File: src/sv/lbe_mul.sv
// Shared 64x32 multiplier, built from two 32x32 partial products.
// Depends on nothing; used by the estimator sequencer.
module lbe_mul (
   input  logic        clock,
   input  logic        reset,
   input  logic        start,
   input  logic [63:0] a,
   input  logic [31:0] b,
   output logic        done,
   output logic [95:0] prod
);
   logic [63:0] a_ff;
   logic [31:0] b_ff;
   logic [63:0] part_ff;
   logic [95:0] prod_ff;
   logic [1:0]  phase_ff;
   logic        done_ff;
   logic [31:0] half_w;
   logic [63:0] pp_w;

   assign half_w = (phase_ff == 2'd1) ? a_ff[31:0] : a_ff[63:32];
   assign pp_w   = 64'(half_w) * 64'(b_ff);

   always_ff @(posedge clock) begin
      if (reset) begin
         phase_ff <= 2'd0;
         done_ff  <= 1'b0;
      end else begin
         done_ff <= 1'b0;
         case (phase_ff)
            2'd0: begin
               if (start) phase_ff <= 2'd1;
            end
            2'd1: phase_ff <= 2'd2;
            2'd2: begin
               phase_ff <= 2'd0;
               done_ff  <= 1'b1;
            end
            default: phase_ff <= 2'd0;
         endcase
      end
      if (start) begin
         a_ff <= a;
         b_ff <= b;
      end
      part_ff <= pp_w;
      prod_ff <= {32'd0, part_ff} + {pp_w, 32'd0};
   end

   assign done = done_ff;
   assign prod = prod_ff;
endmodule

File: config.mk
export PLATFORM = sky130hd
export DESIGN_NAME = lbe_mul
export DESIGN_NICKNAME = d
export VERILOG_FILES = /design/src/sv/lbe_mul.sv
export SDC_FILE = /design/constraint.sdc
export NUM_CORES = 2
export LEC_CHECK = 0
export ABC_AREA = 1
export BUFFER_PORTS_ARGS = -buffer_cell sky130_fd_sc_hd__buf_2
export CORE_ASPECT_RATIO = 0.75
export CORE_MARGIN = 2
export CORE_UTILIZATION = 60
export CTS_CLUSTER_SIZE = 10
export DETAILED_ROUTE_END_ITERATION = 8
export PLACE_DENSITY_LB_ADDON = 0.25
export SETUP_SLACK_MARGIN = 0.4
export SKIP_LAST_GASP = 1
export SYNTH_ARGS = -nofsm -noshare
export SYNTH_HDL_FRONTEND = slang
export SYNTH_SLANG_ARGS = --single-unit
File: constraint.sdc
create_clock -name clock -period 11.9 [get_ports clock]
set_input_delay 0 -clock clock [delete_from_list [all_inputs] [get_ports clock]]
set_output_delay 0 -clock clock [all_outputs]
set_load 0.005 [all_outputs]
==> flow_metrics.tcl <==
set metrics [dict create \
    outcome "finished, final reports clean" \
    synth_cell_types 42 \
    grt_max_degree 68 \
    hold_path.class "primary input to flip-flop" \
    io_buffers 195 \
    slowest_stage "o21ai_2" \
    dr.pass1.iters 6 \
    grt_pass1_wl_mm 234 \
    route.met2.wl_mm 58.7 \
    min_period_ns 10.93 \
    yosysTopAreaCell "fa_1" \
    first_iter_violations 4527 \
    hpwl_mm 127 \
    r2r_slack_ns 0.97 \
    syn_avg_cell_area_um2 8.29 \
    worst_path_largest_cell_delay_ns 1.13 \
    cts_resized 0 \
    hold_start "a[13]" \
    crit_path_start "phase_ff[1]" \
    relSlewSlack 0.0616 \
    holdPathStages 2 \
    start_util 0.607 \
    cts_max_level 2 \
    min_to "a_ff[13]" \
    rows 85 \
    grt_setup_unrepaired "no" \
    die_h_um 238 \
    yosys_warnings 0 \
    grt_pass1_vias 37400 \
    cp-end-kind "flip-flop" \
    cts_root_buf "clkbuf_16" \
    syn_inst 5272 \
    synth-seq-cells 259 \
    cts_max_path_buffers 3 \
    core_area_um2 72000 \
    critical_path_arrival_ns 11.43 \
    io_pins 196 \
    synthMostInstantiatedCell "inv_1" \
    fin_worst_skew_ns 0.0487 \
    cp_common_cell "inv_1" \
    cts_inserted_buffers 34 \
    drc_errors 0 \
    synth_common_cells "inv_1, nand2_1, fa_1" \
    synth_area_leaders "fa_1, inv_1, nand2_1, ha_1, dfxtp_1" \
    netlist.area_leader.share 0.411 \
    die_w_um 316 \
    gp_congestion 1.01 \
    async_flop_share 0 \
    dieArea_um2 75100 \
    synth_flop_cell "dfxtp_1" \
    clock_latency_ns 0.60 \
    routed.top_layer "met5" \
    criticalPathCategory "flip-flop to flip-flop" \
    drt-vias-per-instance 5.59 \
    synth-seq-area-share 0.141 \
    crit_family "adder cells" \
    syn_area_um2 43700 \
    rr_startpoint "phase_ff[1]" \
    cap_viol_max_count 0 \
    hold_viol 0 \
    nets 6800 \
    antenna_found_initial 16 \
    path_max_fanout 33 \
    cp-start-kind "flip-flop" \
    wl_mm 155 \
    final_max_slew_viol_count 0 \
    finalCritPeriodShare 0.918 \
    cts_tree "built" \
    worstReg2RegEnd "prod[84]" \
    required_ns 12.40 \
    drive_above_1_share 0.0979 \
    ant_nets 0 \
    path_clk_slew_ns 0.06 \
    grt_overflow 0 \
    timing.fmax_mhz 91.5 \
    area_delta_synth_final_pct 9.57 \
    worst_pin_slew_ns 1.41 \
    drt-met1-wl_mm 64.0 \
    vias 36300 \
    reg2reg_depth 39 \
    synth_enable_flop_cells 96 \
    finalSetupViolCount 0 \
    wl_met3_mm 27.0 \
    wl_per_cell_um 23.9 \
    grt_use_total 0.430 \
    setup-tns-final_ns 0 \
    cts_num_sinks 259 \
    crit_buf_inv 11 \
    fillers 6045 \
    fin_hold_ws_ns 0.109 \
    synth_fp_nets 6563 \
]
==> worst max path at each step <==
stage / slack, ns / to / cells after the start
2_1_floorplan: 3.33 / prod[93] / 45
3_3_place_gp: 1.35 / prod[93] / 43
3_5_place_dp: 1.41 / prod[89] / 41
4_1_cts: 1.31 / prod[89] / 41
5_1_grt: 0.56 / prod[89] / 42
6_report: 0.97 / prod[84] / 39
==> cells in the final DEF (no fill, tap or decap), types with 6 or more instances in the layout <==
master	synthesis	layout
inv_1	1249	1249
nand2_1	1036	1036
fa_1	897	897
nor2_1	722	722
ha_1	295	295
buf_2	0	194
dfxtp_1	163	163
a21oi_1	100	100
dlygate4sd3_1	0	98
edfxtp_1	96	96
nand3_1	92	92
buf_4	0	85
xor2_1	66	66
nand2_2	54	54
o21ai_0	54	36
inv_2	35	35
clkbuf_16	0	35
nor2_2	34	34
or2_2	32	32
nor2_4	20	20
xnor2_1	20	20
clkinv_1	19	19
o21ai_1	16	18
nand4_1	17	17
o21ai_2	1	16
nor3_1	13	13
nand2_4	10	10
o21bai_1	8	8
clkbuf_1	168	8
nand3_2	7	7
a31oi_1	7	7
nor3_2	6	6
==> cell type report <==
class | instances | area, µm² | share of cell area
multi-input combinational | 3534 | 32100 | 0.670
sequential | 259 | 6150 | 0.128
inverter | 1303 | 4890 | 0.102
tap | 957 | 1200 | 0.0250
clock inverter | 6 | 46.3 | 0.000966
timing repair buffer | 377 | 2590 | 0.0541
clock buffer | 45 | 933 | 0.0195
antenna | 5 | 12.5 | 0.000261
==> per-stage QoR <==
stage / instances / cell area (µm²) / utilization / setup WS, ns
global placement: 6332 / 45900 / 0.638 / 1.35
finish: 6486 / 47900 / 0.666 / 0.972
floorplan: 5272 / 43700 / - / 3.33
global route: 6484 / 47900 / 0.665 / 0.557
detailed placement: 6332 / 45900 / 0.638 / 1.41
CTS: 6481 / 47900 / 0.665 / 1.31
==> cells by family (layout without fill, tap and decap cells) <==
kind of cell             count (synthesis)  in the layout  synth area share
flip-flops                             259            259             0.141
XOR/XNOR                                86             86            0.0172
AND/OR/NAND/NOR                       2054           2054             0.195
buffers and inverters                 1479           1731             0.127
AO/OA/AOI/OAI                          202            202            0.0249
other                                    0              5                 0
adder cells (fa/ha/maj)               1192           1192             0.495
==> timing repair <==
item / 4_1_cts / 5_1_grt
buffers inserted: 0 / 0
endpoints found under the hold margin: 129 / 0
hold buffers: 98 / 0
==> metal layers <==
metal,GRT usage,up-vias
met1,0.624,17700
li1,-,15700
met5,0.00260,-
met4,0.132,8
met2,0.562,2494
met3,0.208,367
==> sequential cells by signal (all words and copies together), names as in the netlist <==
| signal | cells |
|---|---|
| done | 1 |
| a_ff | 64 |
| prod | 96 |
| b_ff | 32 |
| phase_ff | 2 |
| part_ff | 64 |
Power is not shown: default switching activity piles up to over one toggle a cycle in this logic, so the estimate is an artifact.
