### src/sv/lbe_pkg.sv
// Shared types and constants for the leveled backlog estimator.
// Depends on nothing; lbe_div and the top level import it.
package lbe_pkg;

   localparam int TOT_W = 56;
   localparam int EFF_W = 57;
   localparam int WGT_W = 64;
   localparam int CSR_W = 41;

   localparam logic [2:0] KIND_ADD     = 3'd0;
   localparam logic [2:0] KIND_REMOVE  = 3'd1;
   localparam logic [2:0] KIND_WRITE   = 3'd2;
   localparam logic [2:0] KIND_COMPACT = 3'd3;
   localparam logic [2:0] KIND_EVAL    = 3'd4;

   localparam logic [CSR_W-1:0] MAX_TABLE_RESET = 41'd167772160;

   typedef struct packed {
      logic [2:0]  kind;
      logic [3:0]  level;
      logic [47:0] table_bytes;
      logic [47:0] progress_bytes;
   } req_type;

   typedef struct packed {
      logic [62:0] backlog_bytes;
      logic        saturated;
   } rsp_type;

   typedef enum logic [3:0] {
      ST_IDLE,
      ST_NORM,
      ST_SQ_GO,
      ST_SQUARE,
      ST_LOGGED,
      ST_WEIGHT,
      ST_EV_START,
      ST_EV_BASE,
      ST_EV_LEVEL,
      ST_EV_DIV,
      ST_EV_MUL,
      ST_EV_NEXT,
      ST_EV_DONE
   } state_type;

endpackage

### src/sv/lbe_div.sv
// Restoring divider for the fan-out ratio, one quotient bit a cycle.
// Depends on lbe_pkg for field widths.
module lbe_div #(
   parameter int FAN_OUT       = 10,
   parameter int LOG_FRAC_BITS = 8
) (
   input  logic                      clock,
   input  logic                      reset,
   input  logic                      start,
   input  logic [lbe_pkg::EFF_W-1:0] num,
   input  logic [lbe_pkg::CSR_W-1:0] den,
   output logic                      done,
   output logic [31:0]               ratio
);
   import lbe_pkg::*;

   localparam int NUM_W = EFF_W + LOG_FRAC_BITS;
   localparam int CNT_W = $clog2(NUM_W + 1);
   localparam logic [NUM_W-1:0] CAP = NUM_W'(FAN_OUT) << LOG_FRAC_BITS;

   logic [NUM_W-1:0] num_ff;
   logic [NUM_W-1:0] quo_ff;
   logic [CSR_W-1:0] rem_ff;
   logic [CSR_W-1:0] den_ff;
   logic [CNT_W-1:0] cnt_ff;
   logic             busy_ff;
   logic             done_ff;
   logic [CSR_W:0]   rem_sh;
   logic             ge;
   logic [CSR_W:0]   rem_sub;

   assign rem_sh  = {rem_ff, num_ff[NUM_W-1]};
   assign ge      = rem_sh >= {1'b0, den_ff};
   assign rem_sub = rem_sh - {1'b0, den_ff};

   always_ff @(posedge clock) begin
      if (reset) begin
         busy_ff <= 1'b0;
         done_ff <= 1'b0;
      end else begin
         done_ff <= 1'b0;
         if (start) begin
            busy_ff <= 1'b1;
         end else if (busy_ff && cnt_ff == CNT_W'(1)) begin
            busy_ff <= 1'b0;
            done_ff <= 1'b1;
         end
      end
      if (start) begin
         num_ff <= {num, {LOG_FRAC_BITS{1'b0}}};
         quo_ff <= '0;
         rem_ff <= '0;
         den_ff <= den;
         cnt_ff <= CNT_W'(NUM_W);
      end else if (busy_ff) begin
         num_ff <= num_ff << 1;
         quo_ff <= {quo_ff[NUM_W-2:0], ge};
         rem_ff <= ge ? rem_sub[CSR_W-1:0] : rem_sh[CSR_W-1:0];
         cnt_ff <= cnt_ff - CNT_W'(1);
      end
   end

   assign done  = done_ff;
   assign ratio = (den_ff == '0 || quo_ff >= CAP) ? 32'(CAP) : 32'(quo_ff);
endmodule

### config.mk
export PLATFORM = sky130hd
export DESIGN_NAME = lbe_div
export DESIGN_NICKNAME = d
export VERILOG_FILES = /design/src/sv/lbe_pkg.sv /design/src/sv/lbe_div.sv
export SDC_FILE = /design/constraint.sdc
export NUM_CORES = 1
export LEC_CHECK = 0
export ABC_AREA = 0
export BUFFER_PORTS_ARGS = -buffer_cell sky130_fd_sc_hd__buf_2
export CAP_MARGIN = 20
export CORE_ASPECT_RATIO = 0.8
export CORE_MARGIN = 2
export CORE_UTILIZATION = 45
export CTS_BUF_LIST = sky130_fd_sc_hd__clkbuf_8 sky130_fd_sc_hd__clkbuf_16
export DETAILED_ROUTE_END_ITERATION = 8
export HOLD_SLACK_MARGIN = 0.15
export PLACE_DENSITY_LB_ADDON = 0.05
export SKIP_CTS_REPAIR_TIMING = 1
export SLEW_MARGIN = 10
export SYNTH_ARGS = -nofsm -noshare
export SYNTH_HDL_FRONTEND = slang
export SYNTH_SLANG_ARGS = --single-unit
### constraint.sdc
create_clock -name clock -period 3.1 [get_ports clock]
set_clock_uncertainty 0.05 [all_clocks]
set_input_delay 0.155 -clock clock [delete_from_list [all_inputs] [get_ports clock]]
set_output_delay 0.155 -clock clock [all_outputs]
set_load 0.01 [all_outputs]
==> out/metrics.yaml <==
ant_nets: 0
maxCapViolCount: 0
path_cells: "inv_1 -> ha_1 -> inv_1 -> fa_2 -> a21oi_2 -> o21ai_2 -> a221oi_2 -> nor2_1 -> o21a_1 -> o31a_1 -> o41ai_2 -> xnor2_1 -> mux2i_1 -> a211oi_1"
grt_use_total_pct: 18.66
rows: 50
postSynthAreaPerCell_um2: 10.35
firstDrtPassIters: 7
worstSetupPathType: "flip-flop to flip-flop"
seqCellArea_mm2: 0.005249
drt_drc_violations_left: 0
cts.sinks: 213
yosys.area.top_type: "edfxtp_1"
p_per_area_mw_per_mm2: 538.5
crit_path_end_kind: "flip-flop"
hp-class: "input pin to flip-flop"
cts_tree: "built"
period_share_pct: 96.99
final_cells: 1588
synth_compound_area_share_pct: 11.75
final_cell_mix: "128 x nor2_1, 114 x dfxtp_1, 112 x buf_2, 101 x dlygate4sd3_1, 98 x edfxtp_1"
synth_fa_ha_area_share_pct: 5.158
clk_pin_slew_ps: 60
fillerInstances: 2130
multiInputGateArea_mm2: 0.005119
holdWs_ps: 291.4
syn-instance-count: 1045
placed_area_mm2: 0.01173
total_power_mw: 7.345
grt_pass1_vias: 7370
crit_path_top_delay_cell: "fa_2"
clk_latency_ps: 530
setup_viol: 0
clockBufferDepth: 3
startpoint_type: "flip-flop"
ios: 134
setup_slack_ps: 93.45
irDropWorstVdd_uv: 508.9
synth_top_family_by_area: "multiplexers"
overflow: 0
die_h_um: 142.7
clock-root-buffer: "clkbuf_16"
grt_max_degree: 117
hold_violations: 0
fmax_mhz: 332.6
yosysUniqueCellTypes: 60
pre_cts_slack_ps: 7.637
dp_cells: 1441
yosys-top-cells-area: "edfxtp_1 27%, dfxtp_1 21%, mux2i_1 7.9%, mux2_2 5.9%, ha_1 5.0%"
vias: 8079
place_congestion: 0.8273
h-tree-depth: 1
synth_ff_type: "dfxtp_1"
layout-drive-gt1-share_pct: 20.71
crit_family: "compound AO/OA/AOI/OAI gates"
tightest_slew_ps: 682.3
final_util_pct: 57.99
antenna_found_initial: 1
cp_max_fo: 2
crit_top_cell: "inv_1"
async_flop_share_pct: 0
leakagePower_nw: 5.574
worst-r2r-setup-slack_ps: 90
viasPerCell: 5.088
core-area_mm2: 0.02352
drtIter0Drc: 578
drt_wl_total_mm: 24.44
finalInstanceArea_mm2: 0.01364
ys_seq_area_share_pct: 48.48
critical_path_required_ps: 3490
start_util_pct: 45.99
synth_seq_cells: 213
final_common_cell: "nor2_1"
synth_mux_area_share_pct: 13.80
netlist.area_leader.share_pct: 27.20
avgRoutedWirePerCell_um: 15.39
tns_ps: 0
max_slew_margin_pct: 54.10
grt_pass1_wl_mm: 38.37
synth-warning-count: 0
netlist_area_mm2: 0.01082
cts-buffers-inserted: 24
path_buf_inv: 2
die_width_um: 177.4
dp_hpwl_mm: 16.14
port_buffers: 113
max_stage_delay_ps: 380
layout_min_cycle_time_ps: 3007
synthSimpleGateAreaFrac_pct: 11.97
area_delta_synth_final_pct: 26.09
synth-edff-count: 98
slew_viol_final: 0
nets: 1402
cp_data_arrival_time_ps: 3400
dieArea_mm2: 0.02530
status: "finished clean"
grt_setup_unrepaired: "true"
synth_xor_area_share_pct: 3.400
[registers in the layout, summed over array words and instances (netlist names)]
| register | cells |
|---|---|
| num_ff | 57 |
| done | 1 |
| den_ff | 41 |
| cnt_ff | 7 |
| busy_ff | 1 |
| quo_ff | 65 |
| rem_ff | 41 |
[metal layers]
| layer | vias up | routed length, um | GRT usage [%] |
|---|---|---|---|
| met5 | - | 0 | 0 |
| met4 | 0 | 444 | 4.357 |
| met3 | 34 | 1051 | 4.712 |
| met2 | 150 | 10490 | 27.87 |
| met1 | 3750 | 12450 | 27.15 |
| li1 | 4145 | - | - |
[area by class of cell]
class	instances	share of cell area [%]
repair buffers	240	13.49
well taps	312	2.862
clock inverters	17	1.376
inverters	56	1.541
diodes	1	0.01835
clock buffers	27	4.706
multi-input cells	722	37.53
flip-flops and latches	213	38.48
[synth_stat cells, drive strengths merged (6+ instances only)]
library cell  instances
nand3                16
a211oi               32
nor3                  9
a21o                 13
and2                 11
xor2                 17
xnor2                25
inv                  56
o21ai                43
o21bai               10
a21oi                50
a31oi                 6
clkbuf               41
edfxtp               98
mux2                 57
nand4                16
ha                   43
nand2                59
nor2                128
nand2b               11
nor4                 24
dfxtp               115
mux2i                85
buf                  32
[where the power goes]
group | internal, mW | switching (mW)
clock network | 1.75 | 1.20
registers | 3.13 | 0.0971
logic | 0.557 | 0.612
[final timing paths]
path | endpoint | start | cells after the start
setup / recovery | rem_ff[16] | num_ff[64] | 14
hold / removal | den_ff[32] | den[32] | 2
setup reg to reg | rem_ff[16] | num_ff[64] | 14
hold reg to reg | quo_ff[0] | quo_ff[0] | 2
[worst register-to-register path, cell delays in order, from the launching register on]
cell,delay [ps]
edfxtp_1,370
inv_1,70
ha_1,150
inv_1,60
fa_2,380
a21oi_2,180
o21ai_2,80
a221oi_2,300
nor2_1,70
o21a_1,190
o31a_1,280
o41ai_2,330
xnor2_1,150
mux2i_1,90
a211oi_1,190
[cells by family (layout without fill, tap and decap cells)]
group / count (synthesis) / in the layout
AOI/OAI and AO/OA: 188 / 188
and+or+nand+nor: 286 / 286
DFF: 213 / 213
buffers and inverters: 129 / 340
adders and majority gates: 44 / 44
xor gates and xnor gates: 42 / 42
muxes: 142 / 142
other: 1 / 21
Note: power is estimated with default switching activity, not from simulation.
